`src/sprk_pkg.sv`:
```
// ----------------------------------------------------------------------------
// sprk_pkg
// Shared types, codes and helpers of the sparse PageRank engine.
// ----------------------------------------------------------------------------
`default_nettype none

package sprk_pkg;

  typedef enum logic [1:0] {
    REQ_ADD   = 2'd0,
    REQ_RUN   = 2'd1,
    REQ_READ  = 2'd2,
    REQ_CLEAR = 2'd3
  } req_kind_t;

  typedef enum logic [1:0] {
    RSP_OK    = 2'd0,
    RSP_FULL  = 2'd1,
    RSP_RANGE = 2'd2,
    RSP_EMPTY = 2'd3
  } rsp_code_t;

  typedef enum logic [1:0] {
    REG_NODE_COUNT     = 2'd0,
    REG_DAMPING        = 2'd1,
    REG_CONV_THRESHOLD = 2'd2,
    REG_ITER_LIMIT     = 2'd3
  } reg_idx_t;

  typedef struct packed {
    logic [10:0] node_count;
    logic [15:0] damping;
    logic [31:0] conv_threshold;
    logic [9:0]  iter_limit;
  } cfg_t;

  localparam logic [15:0] DAMPING_RESET   = 16'd55706;
  localparam logic [31:0] THRESHOLD_RESET = 32'd2147;
  localparam logic [9:0]  MAX_ITER_RESET  = 10'd100;
  localparam logic [31:0] RANK_ONE        = 32'h8000_0000;

  localparam int DIV_W  = 64;
  localparam int DIV_CW = 7;
  localparam logic [DIV_CW-1:0] DIV_STEPS_HALF = 7'd32;
  localparam logic [DIV_CW-1:0] DIV_STEPS_FULL = 7'd64;

  typedef enum logic [4:0] {
    ST_CLEAR,
    ST_IDLE,
    ST_DISPATCH,
    ST_CLEAR_REQ,
    ST_ADD_INC,
    ST_READ_POST,
    ST_POST_OK,
    ST_SEED_DIV,
    ST_SEED_WR,
    ST_ITER_CHK,
    ST_SINK_RD,
    ST_SINK_ACC,
    ST_SHARE_MUL,
    ST_SHARE_START,
    ST_SHARE_DIV,
    ST_INIT_WR,
    ST_EDGE_START,
    ST_EDGE_RD,
    ST_EDGE_NODE,
    ST_EDGE_CHK,
    ST_EDGE_DIV,
    ST_EDGE_MUL,
    ST_EDGE_ACC,
    ST_EDGE_NEXT,
    ST_UPD_RD,
    ST_UPD_WR,
    ST_SUM_RD,
    ST_SUM_ACC,
    ST_NORM_CHK,
    ST_NORM_RD,
    ST_NORM_START,
    ST_NORM_DIV
  } fsm_state_t;

  typedef enum logic [4:0] {
    OP_NONE,
    OP_CLR_WR,
    OP_CLR_EDGES,
    OP_POST_ERR,
    OP_POST_OK,
    OP_POST_READ,
    OP_ADD_WR,
    OP_ADD_INC,
    OP_READ_RD,
    OP_SEED_START,
    OP_SEED_WR,
    OP_SINK_CLR,
    OP_FINISH,
    OP_SINK_RD,
    OP_SINK_ACC,
    OP_SHARE_MUL,
    OP_SHARE_START,
    OP_INIT_WR,
    OP_EDGE_RD,
    OP_EDGE_NODE,
    OP_EDGE_DIV_START,
    OP_EDGE_MUL,
    OP_EDGE_ACC,
    OP_EDGE_NEXT,
    OP_UPD_RD,
    OP_UPD_WR,
    OP_SUM_RD,
    OP_SUM_ACC,
    OP_NORM_RD,
    OP_NORM_START,
    OP_NORM_WR
  } dp_op_t;

  typedef struct packed {
    req_kind_t kind;
    logic      n_zero;
    logic      node_oor;
    logic      full;
    logic      div_busy;
    logic      idx_last;
    logic      clr_last;
    logic      edge_none;
    logic      edge_last;
    logic      edge_skip;
    logic      iterate;
    logic      sum_zero;
    logic      out_busy;
  } dp_status_t;

  function automatic logic [31:0] sat32(input logic [63:0] v);
    sat32 = (|v[63:32]) ? 32'hFFFF_FFFF : v[31:0];
  endfunction

endpackage

`default_nettype wire

```
`src/sprk_cfg.sv`:
```
// ----------------------------------------------------------------------------
// sprk_cfg
// APB register file holding the run configuration.
// ----------------------------------------------------------------------------
`default_nettype none

module sprk_cfg (
  input  wire logic                 clk,
  input  wire logic                 rst,
  input  wire logic                 psel,
  input  wire logic                 penable,
  input  wire logic                 pwrite,
  input  wire logic [3:0]           paddr,
  input  wire logic [31:0]          pwdata,
  output      logic [31:0]          prdata,
  output      sprk_pkg::cfg_t       cfg
);

  sprk_pkg::reg_idx_t idx;

  assign idx = sprk_pkg::reg_idx_t'(paddr[3:2]);

  always_ff @(posedge clk) begin
    if (rst) begin
      cfg.node_count     <= '0;
      cfg.damping        <= sprk_pkg::DAMPING_RESET;
      cfg.conv_threshold <= sprk_pkg::THRESHOLD_RESET;
      cfg.iter_limit     <= sprk_pkg::MAX_ITER_RESET;
    end else if (psel && penable && pwrite) begin
      case (idx)
        sprk_pkg::REG_NODE_COUNT:     cfg.node_count     <= pwdata[10:0];
        sprk_pkg::REG_DAMPING:        cfg.damping        <= pwdata[15:0];
        sprk_pkg::REG_CONV_THRESHOLD: cfg.conv_threshold <= pwdata;
        sprk_pkg::REG_ITER_LIMIT:     cfg.iter_limit     <= pwdata[9:0];
        default: ;
      endcase
    end
  end

  always_comb begin
    case (idx)
      sprk_pkg::REG_NODE_COUNT:     prdata = {21'd0, cfg.node_count};
      sprk_pkg::REG_DAMPING:        prdata = {16'd0, cfg.damping};
      sprk_pkg::REG_CONV_THRESHOLD: prdata = cfg.conv_threshold;
      sprk_pkg::REG_ITER_LIMIT:     prdata = {22'd0, cfg.iter_limit};
      default:                      prdata = '0;
    endcase
  end

endmodule

`default_nettype wire

```
`config.mk`:
```
export PLATFORM = sky130hd
export DESIGN_NAME = sprk_cfg
export DESIGN_NICKNAME = d
export VERILOG_FILES = /design/src/sprk_pkg.sv /design/src/sprk_cfg.sv
export SDC_FILE = /design/constraint.sdc
export NUM_CORES = 1
export LEC_CHECK = 0
export ABC_AREA = 0
export BUFFER_PORTS_ARGS = -buffer_cell sky130_fd_sc_hd__buf_2
export CORE_MARGIN = 5
export CORE_UTILIZATION = 40
export CTS_CLUSTER_SIZE = 24
export DETAILED_ROUTE_END_ITERATION = 10
export GPL_TIMING_DRIVEN = 0
export PLACE_DENSITY = 0.65
export SKIP_CTS_REPAIR_TIMING = 1
export SLEW_MARGIN = 20
export SYNTH_ARGS = -nofsm -noshare
export SYNTH_HDL_FRONTEND = slang
export SYNTH_SLANG_ARGS = --single-unit
export TNS_END_PERCENT = 20
```
`constraint.sdc`:
```
create_clock -name clk -period 1.38 [get_ports clk]
set_input_delay 0.069 -clock clk [delete_from_list [all_inputs] [get_ports clk]]
set_output_delay 0.069 -clock clk [all_outputs]
set_load 0.005 [all_outputs]
```
== Yosys cells after proc, flatten, opt, wreduce, memory -nomap -nowiden ==
Index checks and enable logic that the tools add are counted.

* Logic and storage cells: 15
* Bits in registers: 69

* Muxes and demuxes: 1
* Reductions and logical operators: 7
* Eq/ne operators: 3

{| class="wikitable"
|+ Operators with widths
! cell !! count
|-
| $pmux W32 S4 || 1
|-
| $reduce_and A2 Y1 || 4
|-
| $eq A2 B2 Y1 const B || 2
|-
| $eq A2 B1 Y1 const B || 1
|-
| $logic_and A1 B1 Y1 || 2
|-
| $logic_not A2 Y1 || 1
|}

== Logic depth before layout (Yosys ltp) ==
* Depth in word-level cells: 3
* Mapped depth: 7

== Worst setup path before layout ==
Ideal clock, no wire load.

* Kind: input to register
* From: input paddr[2]
* To: register cfg[51] in the netlist's numbering
* Cell stages on the path: 6
* Path buffers: 3
* Path slack: 0.377 ns
* Data arrival time: 0.932 ns
* Cell sequence: buf_6 -> nor2b_4 -> and2_4 -> buf_12 -> buf_12 -> mux2i_1

* Word-level cells in the longest chain between the ends: 2

{| class="wikitable"
|+ Ends and longest elaborated chain
! item !! RTL line !! RTL
|-
| from (decl) || sprk_cfg.sv:13 || <nowiki>input wire logic [3:0] paddr,</nowiki>
|-
| $eq A2 B1 Y1 || sprk_cfg.sv:30 || <nowiki>case (idx)</nowiki>
|-
| $reduce_and A2 Y1 (no line) || n/a ||
|-
| to (decl) || sprk_cfg.sv:16 || <nowiki>output sprk_pkg::cfg_t cfg</nowiki>
|}

No other way between the ends.
A chain may end at the register's enable or synchronous reset.

== Worst setup path after layout ==
* From: register cfg[1] in the netlist's numbering
* To: output prdata[1]

* Word-level cells in the longest chain between the ends: 1

{| class="wikitable"
|+ Ends and longest elaborated chain
! item !! RTL line !! RTL
|-
| $pmux W32 S4 || sprk_cfg.sv:41 || <nowiki>case (idx)</nowiki>
|-
| to (decl) || sprk_cfg.sv:15 || <nowiki>output logic [31:0] prdata,</nowiki>
|}

No other way between the ends.

==> results.toml <==
[run]
cap_viol_max_count = 0

[sta]
max_slew_margin = 0.599
finClkSkew_ns = 0
fin_crit_sh = 0.980
fin_setup_tns_ns = 0
rsz0062_at_grt = "true"
max_freq_mhz = 740
period_needed_ns = 1.35
tightest_slew_ns = 0.602
worst_hold_slack_ns = -0.0168
hold_viol = 2
finalMaxSlewViolations = 0
setup-violations-final = 0

[yosys]
ys_seq_elements = 69
synth_top_area_share = 0.413
synth_edf_count = 0
avgSynthCellArea_um2 = 10.3
yosysMostFrequentCell = "dfxtp_1"
ys_async_sr_fraction = 0
synth_area_mm2 = 0.00335
synthesis.nets = 365
synthTopCellsByArea = "dfxtp_1 (41%), mux2i_1 (15%), nand2b_1 (8.4%)"
ys.flop_type = "dfxtp_1"
synth_top_area_cell = "dfxtp_1"
synth_cell_types = 24
netlist_top_cells_count = "dfxtp_1 (69), mux2i_1 (50), nand2b_1 (45)"
ys_seq_area_frac = 0.413
synth_cells = 324
ys_warn_count = 0

[worst_setup_path]
required_ns = 1.31
path_max_fanout = 3
arrival_ns = 1.28
endpoint_kind = "output pin"
timing.rr.start = "cfg[40]"
criticalPathCategory = "reg -> out"
r2r.worst_path.cells = 2
r2r-end = "cfg[40]"
crit_path_start_kind = "flop"
crit_start = "cfg[1]"
rrSetupSlack_ns = 0.57

[power]
vdd.ir_drop.worst_mv = 0.419
power.density_mw_per_mm2 = 877
power_frac_clock = 0.360
cellLeakagePower_uw = 0.00215
p_seq_frac = 0.519
sw_frac_of_total = 0.241
comb_power_share = 0.121
netSwitchingPower_uw = 947
p_int_uw = 2980

[global_route]
grt_pass1_vias = 2917
antenna_found_initial = 0
grt_busiest_layer = "met2"
use_met3 = 0.0317
grt-ovfl-total = 0
grt_usage = 0.194
grt_use_met1 = 0.264
grt_pass1_wl_mm = 15.5
grt_max_degree = 11
met2_usage = 0.311

[min_path]
min_path_cells = 3
min_delay_worst_endpoint = "cfg[33]"
hold_start = "pwdata[23]"
hold_class = "in -> reg"

[finish]
multiInputGateArea_mm2 = 0.00175
register_area_mm2 = 0.00139
largest_reg_flops = 69
final_area_mm2 = 0.00448
layout-drive-gt1-share = 0.441
largest-register = "cfg"
fillers = 734
area.growth.synth_to_final_pct = 33.9
reg.largest.list = "cfg (69)"
nets = 526
n_antenna_cell = 0

[clock_network]
cts-buffers-inserted = 9
path_clk_slew_ns = 0.07
cts_sinks = 69
cts_tree = "yes"
clkLatencyLatePin_ns = 0.33
htreeDepth = 3
cts_buffer_depth = 2
cts_root_buffer = "clkbuf_8"

[place]
globalplace.congestion = 0.733
placed_area_mm2 = 0.00416
hpwl_mm = 7.27
port_buffers = 136

[routing]
wl_per_cell_um = 17.0
drtIter0Drc = 73
ant_nets = 0
dr.pass1.iters = 4
detail_route.wirelength_mm = 10.1
vias = 2962
route.detailed.drc = 0
viasPerCell = 4.99

[floorplanning]
die_h_um = 101
ioPinCount = 142
start_util = 0.409
core_area_mm2 = 0.00818
dieArea_mm2 = 0.0103
dieWidth_um = 101
rows = 33

[run_status]
outcome = "finished with violations"
violations = "hold timing"
[kinds of logic after synthesis]
| family | share of synthesized area |
|---|---|
| buffers and inverters | 0.0636 |
| AO/OA/AOI/OAI | 0.102 |
| AND/OR/NAND/NOR | 0.204 |
| flip-flops | 0.413 |
| multiplexers | 0.217 |
[final cells by class]
type	count	share of cell area
multi-input cells	225	0.391
flip-flops and latches	69	0.311
repair buffers	150	0.184
plain buffers	30	0.0475
clock buffers	12	0.0346
well taps	105	0.0293
clock inverters	2	0.00223
[layout by cell type, fill, tap and decap left out, types with 2 or more instances in the layout]
cell and n:
dfxtp_1 59, clkinv_2 2, nor2_1 29, buf_2 144, dfxtp_2 10, a22o_1 5
a21bo_2 19, buf_4 4, nor2b_4 2, nand2b_1 45, buf_12 2, and3_1 2
buf_6 7, mux2i_1 50, dlygate4sd3_1 13, and2_1 17, mux4_2 10, nand2_1 2
nand3_1 19, clkbuf_8 11, clkbuf_1 11, a21oi_1 19
[metal layers]
metal  wire [um]  share of wire
met5           0              0
met4         220          0.022
met3         467          0.046
met2        4860           0.48
met1        4510           0.45
[worst max-delay path, stage by stage, from the launching register on]
cell     delay, ns
dfxtp_2       0.34
mux4_2        0.48
buf_2         0.15
[metrics by stage]
step / util / instances / worst slack, ns / hold WS, ns / power (uW)
floorplan: - / 324 / 0.377 / 0.216 / 2340
global placement: 0.509 / 565 / 0.0577 / 0.323 / 2520
detailed placement: 0.509 / 565 / 0.0448 / 0.329 / 2530
CTS: 0.529 / 579 / -0.000188 / -0.0338 / 3940
global route: 0.548 / 593 / -0.00863 / 0.00338 / 4120
finish: 0.548 / 593 / 0.0282 / -0.0168 / 3930
[how the worst max path moves through the flow]
stage	slack, ns	cells after the start	to
2_1_floorplan	0.38	6	cfg[51]
3_3_place_gp	0.06	5	cfg[49]
3_5_place_dp	0.04	5	cfg[56]
4_1_cts	-0.0002	2	prdata[1]
5_1_grt	-0.009	2	prdata[1]
6_report	0.03	2	prdata[1]
[power groups by stage]
| stage | Clock, uW | Combinational [uW] | Sequential, uW |
|---|---|---|---|
| after floorplan | 0 | 257 | 2080 |
| after global placement | 0 | 440 | 2080 |
| after detailed placement | 0 | 445 | 2080 |
| after CTS | 1460 | 446 | 2040 |
| after global routing | 1560 | 518 | 2040 |
| final | 1420 | 474 | 2040 |
Note: power is estimated with default switching activity, not from simulation.
