<file path="src/sprk_pkg.sv">
// ----------------------------------------------------------------------------
// sprk_pkg
// Shared types, codes and helpers of the sparse PageRank engine.
// ----------------------------------------------------------------------------
`default_nettype none

package sprk_pkg;

  typedef enum logic [1:0] {
    REQ_ADD   = 2'd0,
    REQ_RUN   = 2'd1,
    REQ_READ  = 2'd2,
    REQ_CLEAR = 2'd3
  } req_kind_t;

  typedef enum logic [1:0] {
    RSP_OK    = 2'd0,
    RSP_FULL  = 2'd1,
    RSP_RANGE = 2'd2,
    RSP_EMPTY = 2'd3
  } rsp_code_t;

  typedef enum logic [1:0] {
    REG_NODE_COUNT     = 2'd0,
    REG_DAMPING        = 2'd1,
    REG_CONV_THRESHOLD = 2'd2,
    REG_ITER_LIMIT     = 2'd3
  } reg_idx_t;

  typedef struct packed {
    logic [10:0] node_count;
    logic [15:0] damping;
    logic [31:0] conv_threshold;
    logic [9:0]  iter_limit;
  } cfg_t;

  localparam logic [15:0] DAMPING_RESET   = 16'd55706;
  localparam logic [31:0] THRESHOLD_RESET = 32'd2147;
  localparam logic [9:0]  MAX_ITER_RESET  = 10'd100;
  localparam logic [31:0] RANK_ONE        = 32'h8000_0000;

  localparam int DIV_W  = 64;
  localparam int DIV_CW = 7;
  localparam logic [DIV_CW-1:0] DIV_STEPS_HALF = 7'd32;
  localparam logic [DIV_CW-1:0] DIV_STEPS_FULL = 7'd64;

  typedef enum logic [4:0] {
    ST_CLEAR,
    ST_IDLE,
    ST_DISPATCH,
    ST_CLEAR_REQ,
    ST_ADD_INC,
    ST_READ_POST,
    ST_POST_OK,
    ST_SEED_DIV,
    ST_SEED_WR,
    ST_ITER_CHK,
    ST_SINK_RD,
    ST_SINK_ACC,
    ST_SHARE_MUL,
    ST_SHARE_START,
    ST_SHARE_DIV,
    ST_INIT_WR,
    ST_EDGE_START,
    ST_EDGE_RD,
    ST_EDGE_NODE,
    ST_EDGE_CHK,
    ST_EDGE_DIV,
    ST_EDGE_MUL,
    ST_EDGE_ACC,
    ST_EDGE_NEXT,
    ST_UPD_RD,
    ST_UPD_WR,
    ST_SUM_RD,
    ST_SUM_ACC,
    ST_NORM_CHK,
    ST_NORM_RD,
    ST_NORM_START,
    ST_NORM_DIV
  } fsm_state_t;

  typedef enum logic [4:0] {
    OP_NONE,
    OP_CLR_WR,
    OP_CLR_EDGES,
    OP_POST_ERR,
    OP_POST_OK,
    OP_POST_READ,
    OP_ADD_WR,
    OP_ADD_INC,
    OP_READ_RD,
    OP_SEED_START,
    OP_SEED_WR,
    OP_SINK_CLR,
    OP_FINISH,
    OP_SINK_RD,
    OP_SINK_ACC,
    OP_SHARE_MUL,
    OP_SHARE_START,
    OP_INIT_WR,
    OP_EDGE_RD,
    OP_EDGE_NODE,
    OP_EDGE_DIV_START,
    OP_EDGE_MUL,
    OP_EDGE_ACC,
    OP_EDGE_NEXT,
    OP_UPD_RD,
    OP_UPD_WR,
    OP_SUM_RD,
    OP_SUM_ACC,
    OP_NORM_RD,
    OP_NORM_START,
    OP_NORM_WR
  } dp_op_t;

  typedef struct packed {
    req_kind_t kind;
    logic      n_zero;
    logic      node_oor;
    logic      full;
    logic      div_busy;
    logic      idx_last;
    logic      clr_last;
    logic      edge_none;
    logic      edge_last;
    logic      edge_skip;
    logic      iterate;
    logic      sum_zero;
    logic      out_busy;
  } dp_status_t;

  function automatic logic [31:0] sat32(input logic [63:0] v);
    sat32 = (|v[63:32]) ? 32'hFFFF_FFFF : v[31:0];
  endfunction

endpackage

`default_nettype wire

</file>
<file path="src/sprk_ctrl.sv">
// ----------------------------------------------------------------------------
// sprk_ctrl
// Sequencer: request dispatch, power iteration loop and normalization.
// ----------------------------------------------------------------------------
`default_nettype none

module sprk_ctrl (
  input  wire logic                 clk,
  input  wire logic                 rst,
  input  wire logic                 req_valid,
  output      logic                 req_ready,
  input  wire sprk_pkg::dp_status_t st,
  output      sprk_pkg::dp_op_t     op
);

  sprk_pkg::fsm_state_t state, state_next;

  assign req_ready = (state == sprk_pkg::ST_IDLE) && !st.out_busy;

  always_ff @(posedge clk) begin
    if (rst) begin
      state <= sprk_pkg::ST_CLEAR;
    end else begin
      state <= state_next;
    end
  end

  always_comb begin
    state_next = state;
    case (state)
      sprk_pkg::ST_CLEAR:     if (st.clr_last) state_next = sprk_pkg::ST_IDLE;
      sprk_pkg::ST_IDLE:      if (req_valid && req_ready) state_next = sprk_pkg::ST_DISPATCH;
      sprk_pkg::ST_DISPATCH: begin
        if (st.kind == sprk_pkg::REQ_CLEAR) begin
          state_next = sprk_pkg::ST_CLEAR_REQ;
        end else if (st.n_zero) begin
          state_next = sprk_pkg::ST_IDLE;
        end else begin
          case (st.kind)
            sprk_pkg::REQ_ADD:  state_next = (st.node_oor || st.full) ?
                                             sprk_pkg::ST_IDLE : sprk_pkg::ST_ADD_INC;
            sprk_pkg::REQ_RUN:  state_next = sprk_pkg::ST_SEED_DIV;
            sprk_pkg::REQ_READ: state_next = st.node_oor ?
                                             sprk_pkg::ST_IDLE : sprk_pkg::ST_READ_POST;
            default:            state_next = sprk_pkg::ST_IDLE;
          endcase
        end
      end
      sprk_pkg::ST_CLEAR_REQ:   if (st.clr_last) state_next = sprk_pkg::ST_POST_OK;
      sprk_pkg::ST_ADD_INC:     state_next = sprk_pkg::ST_IDLE;
      sprk_pkg::ST_READ_POST:   state_next = sprk_pkg::ST_IDLE;
      sprk_pkg::ST_POST_OK:     state_next = sprk_pkg::ST_IDLE;
      sprk_pkg::ST_SEED_DIV:    if (!st.div_busy) state_next = sprk_pkg::ST_SEED_WR;
      sprk_pkg::ST_SEED_WR:     if (st.idx_last) state_next = sprk_pkg::ST_ITER_CHK;
      sprk_pkg::ST_ITER_CHK:    state_next = st.iterate ? sprk_pkg::ST_SINK_RD :
                                                          sprk_pkg::ST_SUM_RD;
      sprk_pkg::ST_SINK_RD:     state_next = sprk_pkg::ST_SINK_ACC;
      sprk_pkg::ST_SINK_ACC:    state_next = st.idx_last ? sprk_pkg::ST_SHARE_MUL :
                                                           sprk_pkg::ST_SINK_RD;
      sprk_pkg::ST_SHARE_MUL:   state_next = sprk_pkg::ST_SHARE_START;
      sprk_pkg::ST_SHARE_START: state_next = sprk_pkg::ST_SHARE_DIV;
      sprk_pkg::ST_SHARE_DIV:   if (!st.div_busy) state_next = sprk_pkg::ST_INIT_WR;
      sprk_pkg::ST_INIT_WR:     if (st.idx_last) state_next = sprk_pkg::ST_EDGE_START;
      sprk_pkg::ST_EDGE_START:  state_next = st.edge_none ? sprk_pkg::ST_UPD_RD :
                                                            sprk_pkg::ST_EDGE_RD;
      sprk_pkg::ST_EDGE_RD:     state_next = sprk_pkg::ST_EDGE_NODE;
      sprk_pkg::ST_EDGE_NODE:   state_next = sprk_pkg::ST_EDGE_CHK;
      sprk_pkg::ST_EDGE_CHK:    state_next = st.edge_skip ? sprk_pkg::ST_EDGE_NEXT :
                                                            sprk_pkg::ST_EDGE_DIV;
      sprk_pkg::ST_EDGE_DIV:    if (!st.div_busy) state_next = sprk_pkg::ST_EDGE_MUL;
      sprk_pkg::ST_EDGE_MUL:    state_next = sprk_pkg::ST_EDGE_ACC;
      sprk_pkg::ST_EDGE_ACC:    state_next = sprk_pkg::ST_EDGE_NEXT;
      sprk_pkg::ST_EDGE_NEXT:   state_next = st.edge_last ? sprk_pkg::ST_UPD_RD :
                                                            sprk_pkg::ST_EDGE_RD;
      sprk_pkg::ST_UPD_RD:      state_next = sprk_pkg::ST_UPD_WR;
      sprk_pkg::ST_UPD_WR:      state_next = st.idx_last ? sprk_pkg::ST_ITER_CHK :
                                                           sprk_pkg::ST_UPD_RD;
      sprk_pkg::ST_SUM_RD:      state_next = sprk_pkg::ST_SUM_ACC;
      sprk_pkg::ST_SUM_ACC:     state_next = st.idx_last ? sprk_pkg::ST_NORM_CHK :
                                                           sprk_pkg::ST_SUM_RD;
      sprk_pkg::ST_NORM_CHK:    state_next = st.sum_zero ? sprk_pkg::ST_POST_OK :
                                                           sprk_pkg::ST_NORM_RD;
      sprk_pkg::ST_NORM_RD:     state_next = sprk_pkg::ST_NORM_START;
      sprk_pkg::ST_NORM_START:  state_next = sprk_pkg::ST_NORM_DIV;
      sprk_pkg::ST_NORM_DIV: begin
        if (!st.div_busy) begin
          state_next = st.idx_last ? sprk_pkg::ST_POST_OK : sprk_pkg::ST_NORM_RD;
        end
      end
      default:                  state_next = sprk_pkg::ST_IDLE;
    endcase
  end

  always_comb begin
    op = sprk_pkg::OP_NONE;
    case (state)
      sprk_pkg::ST_CLEAR:     op = sprk_pkg::OP_CLR_WR;
      sprk_pkg::ST_DISPATCH: begin
        if (st.kind == sprk_pkg::REQ_CLEAR) begin
          op = sprk_pkg::OP_CLR_EDGES;
        end else if (st.n_zero) begin
          op = sprk_pkg::OP_POST_ERR;
        end else begin
          case (st.kind)
            sprk_pkg::REQ_ADD:  op = (st.node_oor || st.full) ?
                                     sprk_pkg::OP_POST_ERR : sprk_pkg::OP_ADD_WR;
            sprk_pkg::REQ_RUN:  op = sprk_pkg::OP_SEED_START;
            sprk_pkg::REQ_READ: op = st.node_oor ?
                                     sprk_pkg::OP_POST_ERR : sprk_pkg::OP_READ_RD;
            default:            op = sprk_pkg::OP_NONE;
          endcase
        end
      end
      sprk_pkg::ST_CLEAR_REQ:   op = sprk_pkg::OP_CLR_WR;
      sprk_pkg::ST_ADD_INC:     op = sprk_pkg::OP_ADD_INC;
      sprk_pkg::ST_READ_POST:   op = sprk_pkg::OP_POST_READ;
      sprk_pkg::ST_POST_OK:     op = sprk_pkg::OP_POST_OK;
      sprk_pkg::ST_SEED_WR:     op = sprk_pkg::OP_SEED_WR;
      sprk_pkg::ST_ITER_CHK:    op = st.iterate ? sprk_pkg::OP_SINK_CLR : sprk_pkg::OP_FINISH;
      sprk_pkg::ST_SINK_RD:     op = sprk_pkg::OP_SINK_RD;
      sprk_pkg::ST_SINK_ACC:    op = sprk_pkg::OP_SINK_ACC;
      sprk_pkg::ST_SHARE_MUL:   op = sprk_pkg::OP_SHARE_MUL;
      sprk_pkg::ST_SHARE_START: op = sprk_pkg::OP_SHARE_START;
      sprk_pkg::ST_INIT_WR:     op = sprk_pkg::OP_INIT_WR;
      sprk_pkg::ST_EDGE_RD:     op = sprk_pkg::OP_EDGE_RD;
      sprk_pkg::ST_EDGE_NODE:   op = sprk_pkg::OP_EDGE_NODE;
      sprk_pkg::ST_EDGE_CHK:    op = st.edge_skip ? sprk_pkg::OP_NONE :
                                                    sprk_pkg::OP_EDGE_DIV_START;
      sprk_pkg::ST_EDGE_MUL:    op = sprk_pkg::OP_EDGE_MUL;
      sprk_pkg::ST_EDGE_ACC:    op = sprk_pkg::OP_EDGE_ACC;
      sprk_pkg::ST_EDGE_NEXT:   op = sprk_pkg::OP_EDGE_NEXT;
      sprk_pkg::ST_UPD_RD:      op = sprk_pkg::OP_UPD_RD;
      sprk_pkg::ST_UPD_WR:      op = sprk_pkg::OP_UPD_WR;
      sprk_pkg::ST_SUM_RD:      op = sprk_pkg::OP_SUM_RD;
      sprk_pkg::ST_SUM_ACC:     op = sprk_pkg::OP_SUM_ACC;
      sprk_pkg::ST_NORM_RD:     op = sprk_pkg::OP_NORM_RD;
      sprk_pkg::ST_NORM_START:  op = sprk_pkg::OP_NORM_START;
      sprk_pkg::ST_NORM_DIV:    op = st.div_busy ? sprk_pkg::OP_NONE : sprk_pkg::OP_NORM_WR;
      default:                  op = sprk_pkg::OP_NONE;
    endcase
  end

endmodule

`default_nettype wire

</file>
<file path="config.mk">
export PLATFORM = sky130hd
export DESIGN_NAME = sprk_ctrl
export DESIGN_NICKNAME = d
export VERILOG_FILES = /design/src/sprk_pkg.sv /design/src/sprk_ctrl.sv
export SDC_FILE = /design/constraint.sdc
export NUM_CORES = 1
export LEC_CHECK = 0
export BUFFER_PORTS_ARGS = -buffer_cell sky130_fd_sc_hd__clkbuf_2
export CAP_MARGIN = 20
export CORE_MARGIN = 2
export CORE_UTILIZATION = 45
export CTS_CLUSTER_DIAMETER = 200
export DETAILED_ROUTE_END_ITERATION = 10
export PLACE_DENSITY_LB_ADDON = 0.08
export RECOVER_POWER = 25
export SETUP_SLACK_MARGIN = 0.3
export SYNTH_ARGS = -nofsm -noshare
export SYNTH_HDL_FRONTEND = slang
export SYNTH_SLANG_ARGS = --single-unit
</file>
<file path="constraint.sdc">
create_clock -name clk -period 2.67 [get_ports clk]
set_input_delay 0.534 -clock clk [delete_from_list [all_inputs] [get_ports clk]]
set_output_delay 0.534 -clock clk [all_outputs]
set_load 0.005 [all_outputs]
</file>
After elaboration in Yosys (flattened, before gate mapping):

Cells that the tools add are included.

* eq/ne operators: 43
* muxes and demuxes: 33
* reduce and logical (&&, ||, !) cells: 9

Operator list (count)
* one-hot mux 5 bit (30 select lines): 1
* one-hot mux 5 bit (25 select lines): 1
* equality test 5 bit, second input constant: 16
* 2-to-1 mux 5 bit: 15
* equality test 5 x 4 -> 1 bit, second input constant: 8
* 2-to-1 mux 3 bit: 8
* equality test 5 x 3 -> 1 bit, second input constant: 4
* 2-to-1 mux 4 bit: 5
* != test 2 bit, second input constant: 8
* one-hot mux 4 bit (3 select lines): 1
* equality test 5 x 2 -> 1 bit, second input constant: 2
* one-hot mux 3 bit (3 select lines): 1
* AND reduction 9 bit: 1
* equality test 5 x 1 -> 1 bit, second input constant: 1
* logical NOT 5 bit: 1
* equality test 2 bit, second input constant: 2
* OR reduction 3 bit: 1
* equality test 2 x 1 -> 1 bit, second input constant: 1
* logical AND 1 bit: 2
* logical NOT 2 bit: 1
* 2-to-1 mux 2 bit: 1
* != test 2 x 1 -> 1 bit, second input constant: 1
* OR reduction 2 bit: 1
* logical NOT 1 bit: 1
* logical OR 1 bit: 1

* register bits: 5
* input port bits: 17
* output and inout bits: 6

Longest topological paths before layout:

Gate-level depths: netlist of run 1.

* word-level depth: 6
* depth in mapped cells: 8
* depth with buffers taken out: 7

Worst setup path after synthesis of run 1:

No wires, ideal clock.

* path kind: in2out
* start: in st[12] (netlist bit)
* end: out op[0]
* arrival time: 1435 ps
* data required time: 2136 ps
* path slack: 701 ps
* stages: 7
* path buffers: 0
* path through: inv_1 -> ha_1 -> a21oi_1 -> o21ai_0 -> a21oi_1 -> nor3_1 -> a211o_1

* word-level cells in the longest chain between the ends: 5
* elaborated cells between the ends (all ways): 8
* classes of those cells: 3 x eq/ne; 4 x mux; 1 x reduce/logical

Ends and longest elaborated chain
* start: declaration: line sprk_ctrl.sv:12 `input wire sprk_pkg::dp_status_t st,`
* equality test 2 bit (tied with other cells): line sprk_ctrl.sv:104 `case (st.kind)`
* one-hot mux 4 bit (3 select lines): line sprk_ctrl.sv:104
* 2-to-1 mux 4 bit: line sprk_ctrl.sv:101 `end else if (st.n_zero) begin`
* 2-to-1 mux 4 bit *: line sprk_ctrl.sv:99 `if (st.kind == sprk_pkg::REQ_CLEAR) begin`
* one-hot mux 5 bit (25 select lines) *: line sprk_ctrl.sv:96 `case (state)`
* end: declaration: line sprk_ctrl.sv:13 `output sprk_pkg::dp_op_t op`

Every way passes the cells marked *; elsewhere a longest branch is shown, timed or not.

Final worst setup path of run 1:

* start: reg state[0]
* end: reg state[2]

* word-level cells in the longest chain between the ends: 5
* elaborated cells between the ends (all ways): 46
* classes of those cells: 40 x eq/ne; 1 x mux; 5 x reduce/logical

Ends and longest elaborated chain
* start: declaration: line sprk_ctrl.sv:16 `sprk_pkg::fsm_state_t state, state_next;`
* start signal: assignment: line sprk_ctrl.sv:22 `state <= sprk_pkg::ST_CLEAR;`
* start signal: assignment: line sprk_ctrl.sv:24 `state <= state_next;`
* equality test 5 x 1 -> 1 bit: line sprk_ctrl.sv:18, sprk_ctrl.sv:30
* logical AND 1 bit: line sprk_ctrl.sv:18 `assign req_ready = (state == sprk_pkg::ST_IDLE) && !st.out_busy;`
* logical AND 1 bit: line sprk_ctrl.sv:32 `sprk_pkg::ST_IDLE: if (req_valid && req_ready) state_next = sprk_pkg::ST_DISPATCH;`
* != test 2 x 1 -> 1 bit (no line)
* AND reduction 9 bit (no line)

Parallel ways exist; a longest one is shown, timed or not.
A chain may end at the register's enable or synchronous reset.

==> impl_metrics.yaml, run 1 <==
worst_hold_path:
  hold_class: "in -> reg"
  holdPathStages: 2
global_routing:
  antenna_found_initial: 0
  gr-usage-all-layers_pct: 23.0
  grt_pass1_wl_mm: 6.10
  grt_overflow_total: 0
  grt_pass1_vias: 1329
  grt_max_degree: 26
timing:
  final_max_slew_viol_count: 0
  worst_pin_slew_ps: 835
  fmax_ghz: 0.427
  fin_crit_ps: 2340
  slew-limit-headroom_pct: 44.3
  setup_viol: 0
  rsz0062_at_grt: "true"
  finalCritPeriodShare_pct: 87.8
  hold_viol: 0
  setup_tns_ps: 0
  clock_skew_ps: 6.87
floorplanning:
  die_x_um: 57.5
  die_h_um: 57.5
  start_util_pct: 47.1
  fp-row-count: 19
  core_um2: 2730
  dieArea_um2: 3310
  ioPinCount: 23
power:
  ir_worst_vdd_v: 0.000529
  cellLeakagePower_nw: 0.590
  p_per_area_nw_per_um2: 550
drt:
  routedWlPerCell_um: 15.1
  totalWireLength_mm: 3.65
  vias: 1512
  via_per_inst: 6.25
  dr.pass1.iters: 4
  ant_nets: 0
  drc_errors: 0
  drtIter0Drc: 49
synth:
  synth.top_cell.area_share_pct: 7.77
  ys.flop_type: "dfxtp_1"
  netlist_area_um2: 1290
  synth.most_common_cell: "o21ai_0"
  synth_common_cells: "o21ai_0 (17), nor2_1 (15), nand2_1 (14)"
  synth_top_cell_by_area: "dfxtp_1"
  syn_nets: 212
  netlist_instances: 189
  ys_ff_latch: 5
  synth.area.top_cells: "dfxtp_1 (7.8%), o21ai_0 (6.6%), ha_1 (5.8%)"
  synth-edff-count: 0
  seq_area_frac_synth_pct: 7.77
  postSynthAreaPerCell_um2: 6.81
  synth_async_sr_flop_share_pct: 0
  yosys_warnings: 0
  synth.distinct_cells: 52
cts:
  root_buffer: "clkbuf_4"
  path_clk_slew_ps: 50
  cts_buffers: 3
  cts_tree: "done"
  htree_num_levels: 1
  clk_path_buf_depth: 2
  clk_latency_ps: 250
  clock-sinks: 5
worst_setup_path:
  crit_slowest_cell: "o221ai_1"
  critical_path.cell_chain: "buf_4, buf_4, and2_1, buf_4, a221oi_1, o221ai_1, a211oi_2, a211oi_2"
  cp_slowest_stage_delay_ps: 420
  cp_num_cells: 8
  crit_top_cell: "buf_4"
  cp.buffers_inverters: 3
  worst-setup-path-type: "reg -> reg"
  rr_worst_depth: 8
  crit_family: "compound AO/OA/AOI/OAI gates"
  crit_arrival_ps: 2460
  worst_setup_path_end_kind: "flop"
  worstPathRequired_ps: 2790
  worstPathMaxFanout: 13
  cp-start-kind: "flop"
finish:
  area_growth_pct: 14.7
  largestRegisters: "state: 5 flops"
  drive_gt1_share_pct: 26.5
  num-fill-cells: 289
  final_nets: 235
  top_register: "state"
  antenna_cells: 0
  largest_register_ffs: 5
  stdcell_count: 242
placed_design:
  portBuffers: 22
  dp.cells: 238
  gp_congestion: 0.906
  dpl.hpwl_mm: 2.81
run:
  drv_cap: 0
status:
  status: "completed"
-- metrics by stage --
step / area (um^2) / power, W / util (%) / setup WS, ps / hold WS, ps
3_3_place_gp: 1430 / 0.000700 / 52.2 / 323 / 611
3_5_place_dp: 1430 / 0.000706 / 52.2 / 286 / 616
4_1_cts: 1470 / 0.000809 / 53.6 / 306 / 503
5_1_grt: 1480 / 0.000886 / 54.0 / 203 / 512
6_report: 1480 / 0.000811 / 54.0 / 327 / 510
2_1_floorplan: 1290 / 0.000560 / - / 701 / 555
-- cells by family (layout without fill, tap and decap cells) --
family | count (synthesis) | count (layout) | share of synthesized area [%]
AO/OA/AOI/OAI | 70 | 70 | 39.7
XOR/XNOR | 2 | 2 | 1.36
adder cells (fa/ha/maj) | 8 | 8 | 7.39
buffers and inverters | 27 | 49 | 11.3
flip-flops | 5 | 5 | 7.77
multiplexers | 2 | 2 | 1.94
AND/OR/NAND/NOR | 75 | 75 | 30.6
-- worst reg2reg max path, stage by stage (launching register included) --
cell and delay (ps):
dfxtp_4 370, buf_4 180, buf_4 180, and2_1 170
buf_4 170, a221oi_1 290, o221ai_1 420, a211oi_2 370
a211oi_2 70
-- final cells by class --
cell class              instances  area (um^2)  share of cell area [%]
well taps                      31         38.8                    2.63
clock inverters                 1         5.00                   0.339
clock buffers                   3         22.5                    1.53
repair buffers                 35          223                    15.1
multi-input cells             157         1040                    70.4
inverters                      10         37.5                    2.54
flip-flops and latches          5          110                    7.46
-- final timing paths --
kind | start | endpoint | slack (ps)
hold reg to reg | state[4]$_SDFFE_PP0P_ | state[4]$_SDFFE_PP0P_ | 630
setup / recovery | state[0]$_SDFFE_PP0P_ | state[2]$_SDFFE_PP0P_ | 330
setup reg to reg | state[0]$_SDFFE_PP0P_ | state[2]$_SDFFE_PP0P_ | 330
hold / removal | rst | state[2]$_SDFFE_PP0P_ | 510
-- power by group --
group	internal, W	leakage (nW)	switching (W)
Sequential	0.0000961	0.0430	0.0000429
Clock	0.0000544	0.0177	0.0000343
Combinational	0.000255	0.530	0.000329
-- cells in the final DEF, fill, tap and decap left out, types with 3 or more instances in the layout --
master,n
clkbuf_4,4
or3_1,3
buf_4,12
nand3_1,8
inv_1,9
o31ai_1,5
clkbuf_2,21
a31oi_1,6
and3_1,5
o221ai_1,4
a21oi_1,12
nor2_1,13
nor2b_1,8
nor3_1,9
ha_1,4
a211oi_2,4
nand2_1,14
o21ai_0,16
-- metal layers --
| layer | up-vias | part of all wire (%) | GRT usage [%] | wire length (um) |
|---|---|---|---|---|
| met5 | - | 0 | 0 | 0 |
| met2 | 45 | 46 | 36.0 | 1690 |
| met1 | 707 | 47 | 32.7 | 1730 |
| li1 | 756 | - | - | - |
| met3 | 4 | 5.2 | 3.40 | 189 |
| met4 | 0 | 0.90 | 6.31 | 33 |
-- timing repair --
item                                    4_1_cts  5_1_grt
buffers inserted                              0        0
endpoints found under the setup margin        5        4
hold buffers                                  0        0
resized for setup                             5       14
No activity file was read; power rests on OpenSTA's default activity.
==> run 2: changes to the inputs <==
Settings changed: ABC_AREA from default to 1, REMOVE_ABC_BUFFERS from default to 1.
==> impl_metrics.yaml, run 2 <==
global_routing:
  grt_max_degree: 19
  gr-usage-all-layers_pct: 25.0
  antenna_found_initial: 0
  grt_pass1_vias: 1547
  grt_overflow_total: 0
  grt_pass1_wl_mm: 6.57
floorplanning:
  core_um2: 2760
  dieArea_um2: 3340
  fp-row-count: 19
  ioPinCount: 23
  die_h_um: 57.8
  start_util_pct: 47.1
  die_x_um: 57.8
timing:
  fin_crit_ps: 2340
  clock_skew_ps: 0.679
  finalCritPeriodShare_pct: 87.5
  fmax_ghz: 0.428
  slew-limit-headroom_pct: 71.9
  hold_viol: 0
  worst_pin_slew_ps: 416
  rsz0062_at_grt: "true"
  final_max_slew_viol_count: 0
  setup_tns_ps: 0
  setup_viol: 0
worst_hold_path:
  hold_class: "in -> reg"
  hp-start: "rst"
finish:
  antenna_cells: 0
  drive_gt1_share_pct: 17.5
  largest_register_ffs: 5
  area_growth_pct: 14.5
  final_nets: 304
  final_cell_mix: "nand2_1 (81), nor2_1 (43), nand3_1 (30)"
  top_register: "state"
  stdcell_count: 311
  stdcell_area_um2: 1490
  largestRegisters: "state: 5 flops"
  layout_commonest_cell: "nand2_1"
cts:
  cts_buffers: 3
  clock-sinks: 5
  cts_tree: "done"
  post_cts_buffers: 0
  path_clk_slew_ps: 40
  clk_path_buf_depth: 2
  htree_num_levels: 1
  root_buffer: "clkbuf_4"
  clk_latency_ps: 230
run:
  drv_cap: 0
drt:
  drc_errors: 0
  wl_met3_um: 399
  met1Wirelength_mm: 1.72
  ant_nets: 0
  totalWireLength_mm: 4.17
  dr.pass1.iters: 5
  routed.top_layer: "met4"
  routedWlPerCell_um: 13.4
  drtIter0Drc: 189
  vias: 1739
  via_per_inst: 5.59
  routed-wl-met2_mm: 1.90
worst_setup_path:
  ff2ff_setup_slack_ps: 750
  critical_path.endpoint: "op[2]"
  worstPathRequired_ps: 2140
  crit_arrival_ps: 1800
  rr_startpoint: "state[0]$_SDFFE_PP0P_"
  cp-start-kind: "flop"
  rr_worst_depth: 9
  reg2reg_to: "state[1]$_SDFFE_PP0P_"
  worst-setup-path-type: "reg -> out"
  crit_start: "state[0]$_SDFFE_PP0P_"
  worstPathMaxFanout: 6
  worst_setup_path_end_kind: "primary output"
synth:
  yosys_warnings: 0
  netlist_instances: 258
  synth.most_common_cell: "nand2_1"
  synth_top_cell_by_area: "nand2_1"
  netlist_area_um2: 1300
  synth.distinct_cells: 27
  synthSimpleGateAreaFrac_pct: 62.5
  synthAdderAreaFrac_pct: 5.77
  synth_xor_area_share_pct: 0
  synth_top_family_by_area: "simple AND/OR/NAND/NOR gates"
  synth_compound_area_share_pct: 11.8
  synth-edff-count: 0
  ys.flop_type: "dfxtp_1"
  postSynthAreaPerCell_um2: 5.04
  synthMuxAreaShare_pct: 0
  ys_ff_latch: 5
  synth.area.top_cells: "nand2_1 (24%), nor2_1 (13%), nand3_1 (12%)"
  synth_common_cells: "nand2_1 (82), nor2_1 (46), nand3_1 (32)"
  synth_async_sr_flop_share_pct: 0
  synth.top_cell.area_share_pct: 23.7
  seq_area_frac_synth_pct: 7.70
power:
  total_power_w: 0.000695
  cellLeakagePower_nw: 0.871
  p_per_area_nw_per_um2: 467
  ir_worst_vdd_v: 0.000479
placed_design:
  dp.cells: 307
  portBuffers: 22
  gp_congestion: 0.900
  dpl.hpwl_mm: 3.33
  post_dp_cell_area_um2: 1420
status:
  status: "completed"
## run 2: cells by family (layout without fill, tap and decap cells)
group	Yosys count	count (layout)
flip-flops	5	5
buffers and inverters	37	59
AND/OR/NAND/NOR	184	184
AO/OA/AOI/OAI	26	26
adder cells (fa/ha/maj)	6	6
## run 2: worst min path at each step
stage / to / slack [ps] / cells after the start
final: state[2]$_SDFFE_PP0P_ / 520 / 2
after global routing: state[2]$_SDFFE_PP0P_ / 540 / 2
after CTS: state[2]$_SDFFE_PP0P_ / 510 / 2
after detailed placement: state[4]$_SDFFE_PP0P_ / 540 / 2
after global placement: state[1]$_SDFFE_PP0P_ / 530 / 2
after floorplan: state[1]$_SDFFE_PP0P_ / 500 / 2
## run 2: worst max-delay path: stages (launching register included)
cell and delay, ps:
dfxtp_1 460, inv_1 120, nand2_1 210, nor2_1 90, nand2_1 120, nand3_1 90
a211oi_1 240, nand3_1 110, clkbuf_2 120
## run 2: routing by layer
layer | GRT usage [%] | up-vias
met3 | 3.57 | 20
met4 | 12.0 | 0
met5 | 0 | -
met1 | 32.9 | 732
li1 | - | 884
met2 | 40.1 | 103
## run 2: through the flow
stage	util [%]	setup WS (ps)	hold WS, ps
2_1_floorplan	-	588	501
3_3_place_gp	51.6	305	534
3_5_place_dp	51.6	374	536
4_1_cts	52.8	305	509
5_1_grt	54.0	227	538
6_report	54.0	333	519
## run 2: area by class of cell
type / count / area [um^2]
fill: 320 / 1270
inverter: 31 / 119
tap: 31 / 38.8
timing repair buffer: 24 / 125
clock buffer: 4 / 26.3
sequential: 5 / 104
multi-input combinational: 216 / 1080
## run 2: power by group
group	switching (W)	total, W	internal (W)
clock network	0.0000283	0.0000847	0.0000563
registers	0.0000299	0.000121	0.0000912
logic	0.000339	0.000489	0.000150
total	0.000397	0.000695	0.000298
## run 2: repair_timing
action / CTS / global route
hold endpoints to repair: 0 / 0
gates cloned: 0 / 0
pin swaps: 0 / 0
hold buffers: 0 / 0
gates resized for setup: 3 / 11
endpoints found under the setup margin: 4 / 5
==> run 3: changes to the inputs <==
==> constraint.sdc (replaced) <==
create_clock -name clk -period 2.67 [get_ports clk]
set_input_delay 0.1335 -clock clk [delete_from_list [all_inputs] [get_ports clk]]
set_output_delay 0.1335 -clock clk [all_outputs]
set_load 0.005 [all_outputs]
==> impl_metrics.yaml, run 3 (synthesis results as in run 2) <==
status:
  status: "completed"
floorplanning:
  start_util_pct: 47.1
  fp-row-count: 19
  dieArea_um2: 3340
  core_um2: 2760
  ioPinCount: 23
  die_x_um: 57.8
  die_h_um: 57.8
worst_setup_path:
  worst_setup_path_end_kind: "primary output"
  crit_start: "state[4]$_SDFFE_PP0P_"
  worst-setup-path-type: "reg -> out"
  crit_slowest_cell: "dfxtp_1"
  crit_arrival_ps: 2110
  rr_worst_depth: 10
  worstPathRequired_ps: 2540
  ff2ff_setup_slack_ps: 840
  crit_family: "simple AND/OR/NAND/NOR gates"
  worstPathMaxFanout: 7
  reg2reg_to: "state[1]$_SDFFE_PP0P_"
  cp-start-kind: "flop"
  cp.buffers_inverters: 3
  rr_startpoint: "state[0]$_SDFFE_PP0P_"
  critical_path.cell_chain: "nand3_1, nor2_1, inv_1, nor2_1, inv_1, nand3_1, a21oi_1, nand3b_1, clkbuf_2"
  cp_slowest_stage_delay_ps: 540
  cp_num_cells: 9
cts:
  holdBufCountCts: 0
  path_clk_slew_ps: 50
  cts_buffers: 3
  htree_num_levels: 1
  cts_tree: "done"
  post_cts_buffers: 0
  clk_latency_ps: 240
  clk_path_buf_depth: 2
  cts_repair_resize_count: 0
  clock-sinks: 5
  root_buffer: "clkbuf_4"
timing:
  final_max_slew_viol_count: 0
  hold_viol: 0
  finalCritPeriodShare_pct: 83.9
  fmax_ghz: 0.447
  clock_skew_ps: 7.19
  setup_tns_ps: 0
  setup_viol: 0
  fin_crit_ps: 2240
  worst_pin_slew_ps: 478
  slew-limit-headroom_pct: 67.7
  rsz0062_at_grt: "false"
global_routing:
  grt_overflow_total: 0
  antenna_found_initial: 0
  gr-usage-all-layers_pct: 26.4
  grt_pass1_wl_mm: 6.92
  grt_pass1_vias: 1578
  grt_max_degree: 19
finish:
  antenna_cells: 0
  largestRegisters: "state: 5 flops"
  final_cell_mix: "nand2_1 (82), nor2_1 (47), nand3_1 (32)"
  area_growth_pct: 11.4
  largest_register_ffs: 5
  top_register: "state"
  layout_commonest_cell: "nand2_1"
  final_nets: 304
  final_util_pct: 52.5
  drive_gt1_share_pct: 14.3
drt:
  drtIter0Drc: 128
  ant_nets: 0
  drc_errors: 0
  totalWireLength_mm: 4.11
  via_per_inst: 5.50
  dr.pass1.iters: 4
  vias: 1712
  routedWlPerCell_um: 13.2
placed_design:
  portBuffers: 22
  dpl.hpwl_mm: 3.42
  gp_congestion: 0.984
worst_hold_path:
  hold-path-endpoint: "state[3]$_SDFFE_PP0P_"
  holdPathStages: 2
  hp-start: "rst"
  hold_class: "in -> reg"
run:
  drv_cap: 0
power:
  cellLeakagePower_nw: 0.859
  p_per_area_nw_per_um2: 468
  total_power_w: 0.000677
  ir_worst_vdd_v: 0.000817
-- run 3: metrics by stage --
stage	std cells	area [um^2]	worst slack, ps	hold slack, ps
floorplan	252	1260	988	203
global placement	307	1420	639	373
detailed placement	307	1420	758	376
CTS	311	1450	495	117
global route	311	1450	315	136
finish	311	1450	431	120
-- run 3: final cells by class --
class                           instances  area (um^2)
Multi-Input combinational cell        216         1040
Clock buffer                            4         26.3
Tap cell                               31         38.8
Sequential cell                         5          100
Fill cell                             324         1310
Timing Repair Buffer                   24          125
Inverter                               31          119
-- run 3: worst max-delay path by stage --
stage	to	slack [ps]
2_1_floorplan	op[3]	990
6_report	op[4]	430
3_3_place_gp	op[3]	640
4_1_cts	op[4]	500
5_1_grt	op[4]	310
3_5_place_dp	op[3]	760
-- run 3: metal layers --
layer | vias to the layer above | wire length (um) | global-route usage (%)
met5 | - | 0 | 0
met4 | 0 | 69 | 8.97
met3 | 8 | 305 | 4.24
met2 | 78 | 1940 | 43.3
met1 | 747 | 1800 | 35.0
li1 | 879 | - | -
-- run 3: power by group --
part           switching [W]  internal [W]
logic               0.000323      0.000152
registers          0.0000252     0.0000894
clock network      0.0000316     0.0000565
-- run 3: worst register-to-register path: stages, from the launching register on --
cell     delay, ps
dfxtp_1        440
inv_1          100
nand2_1        210
nor2_1          90
nand2_1        110
nand2_1        100
nor2_1         120
nor2_1          50
nor2_1         300
nand2_1        120
a21oi_1        130
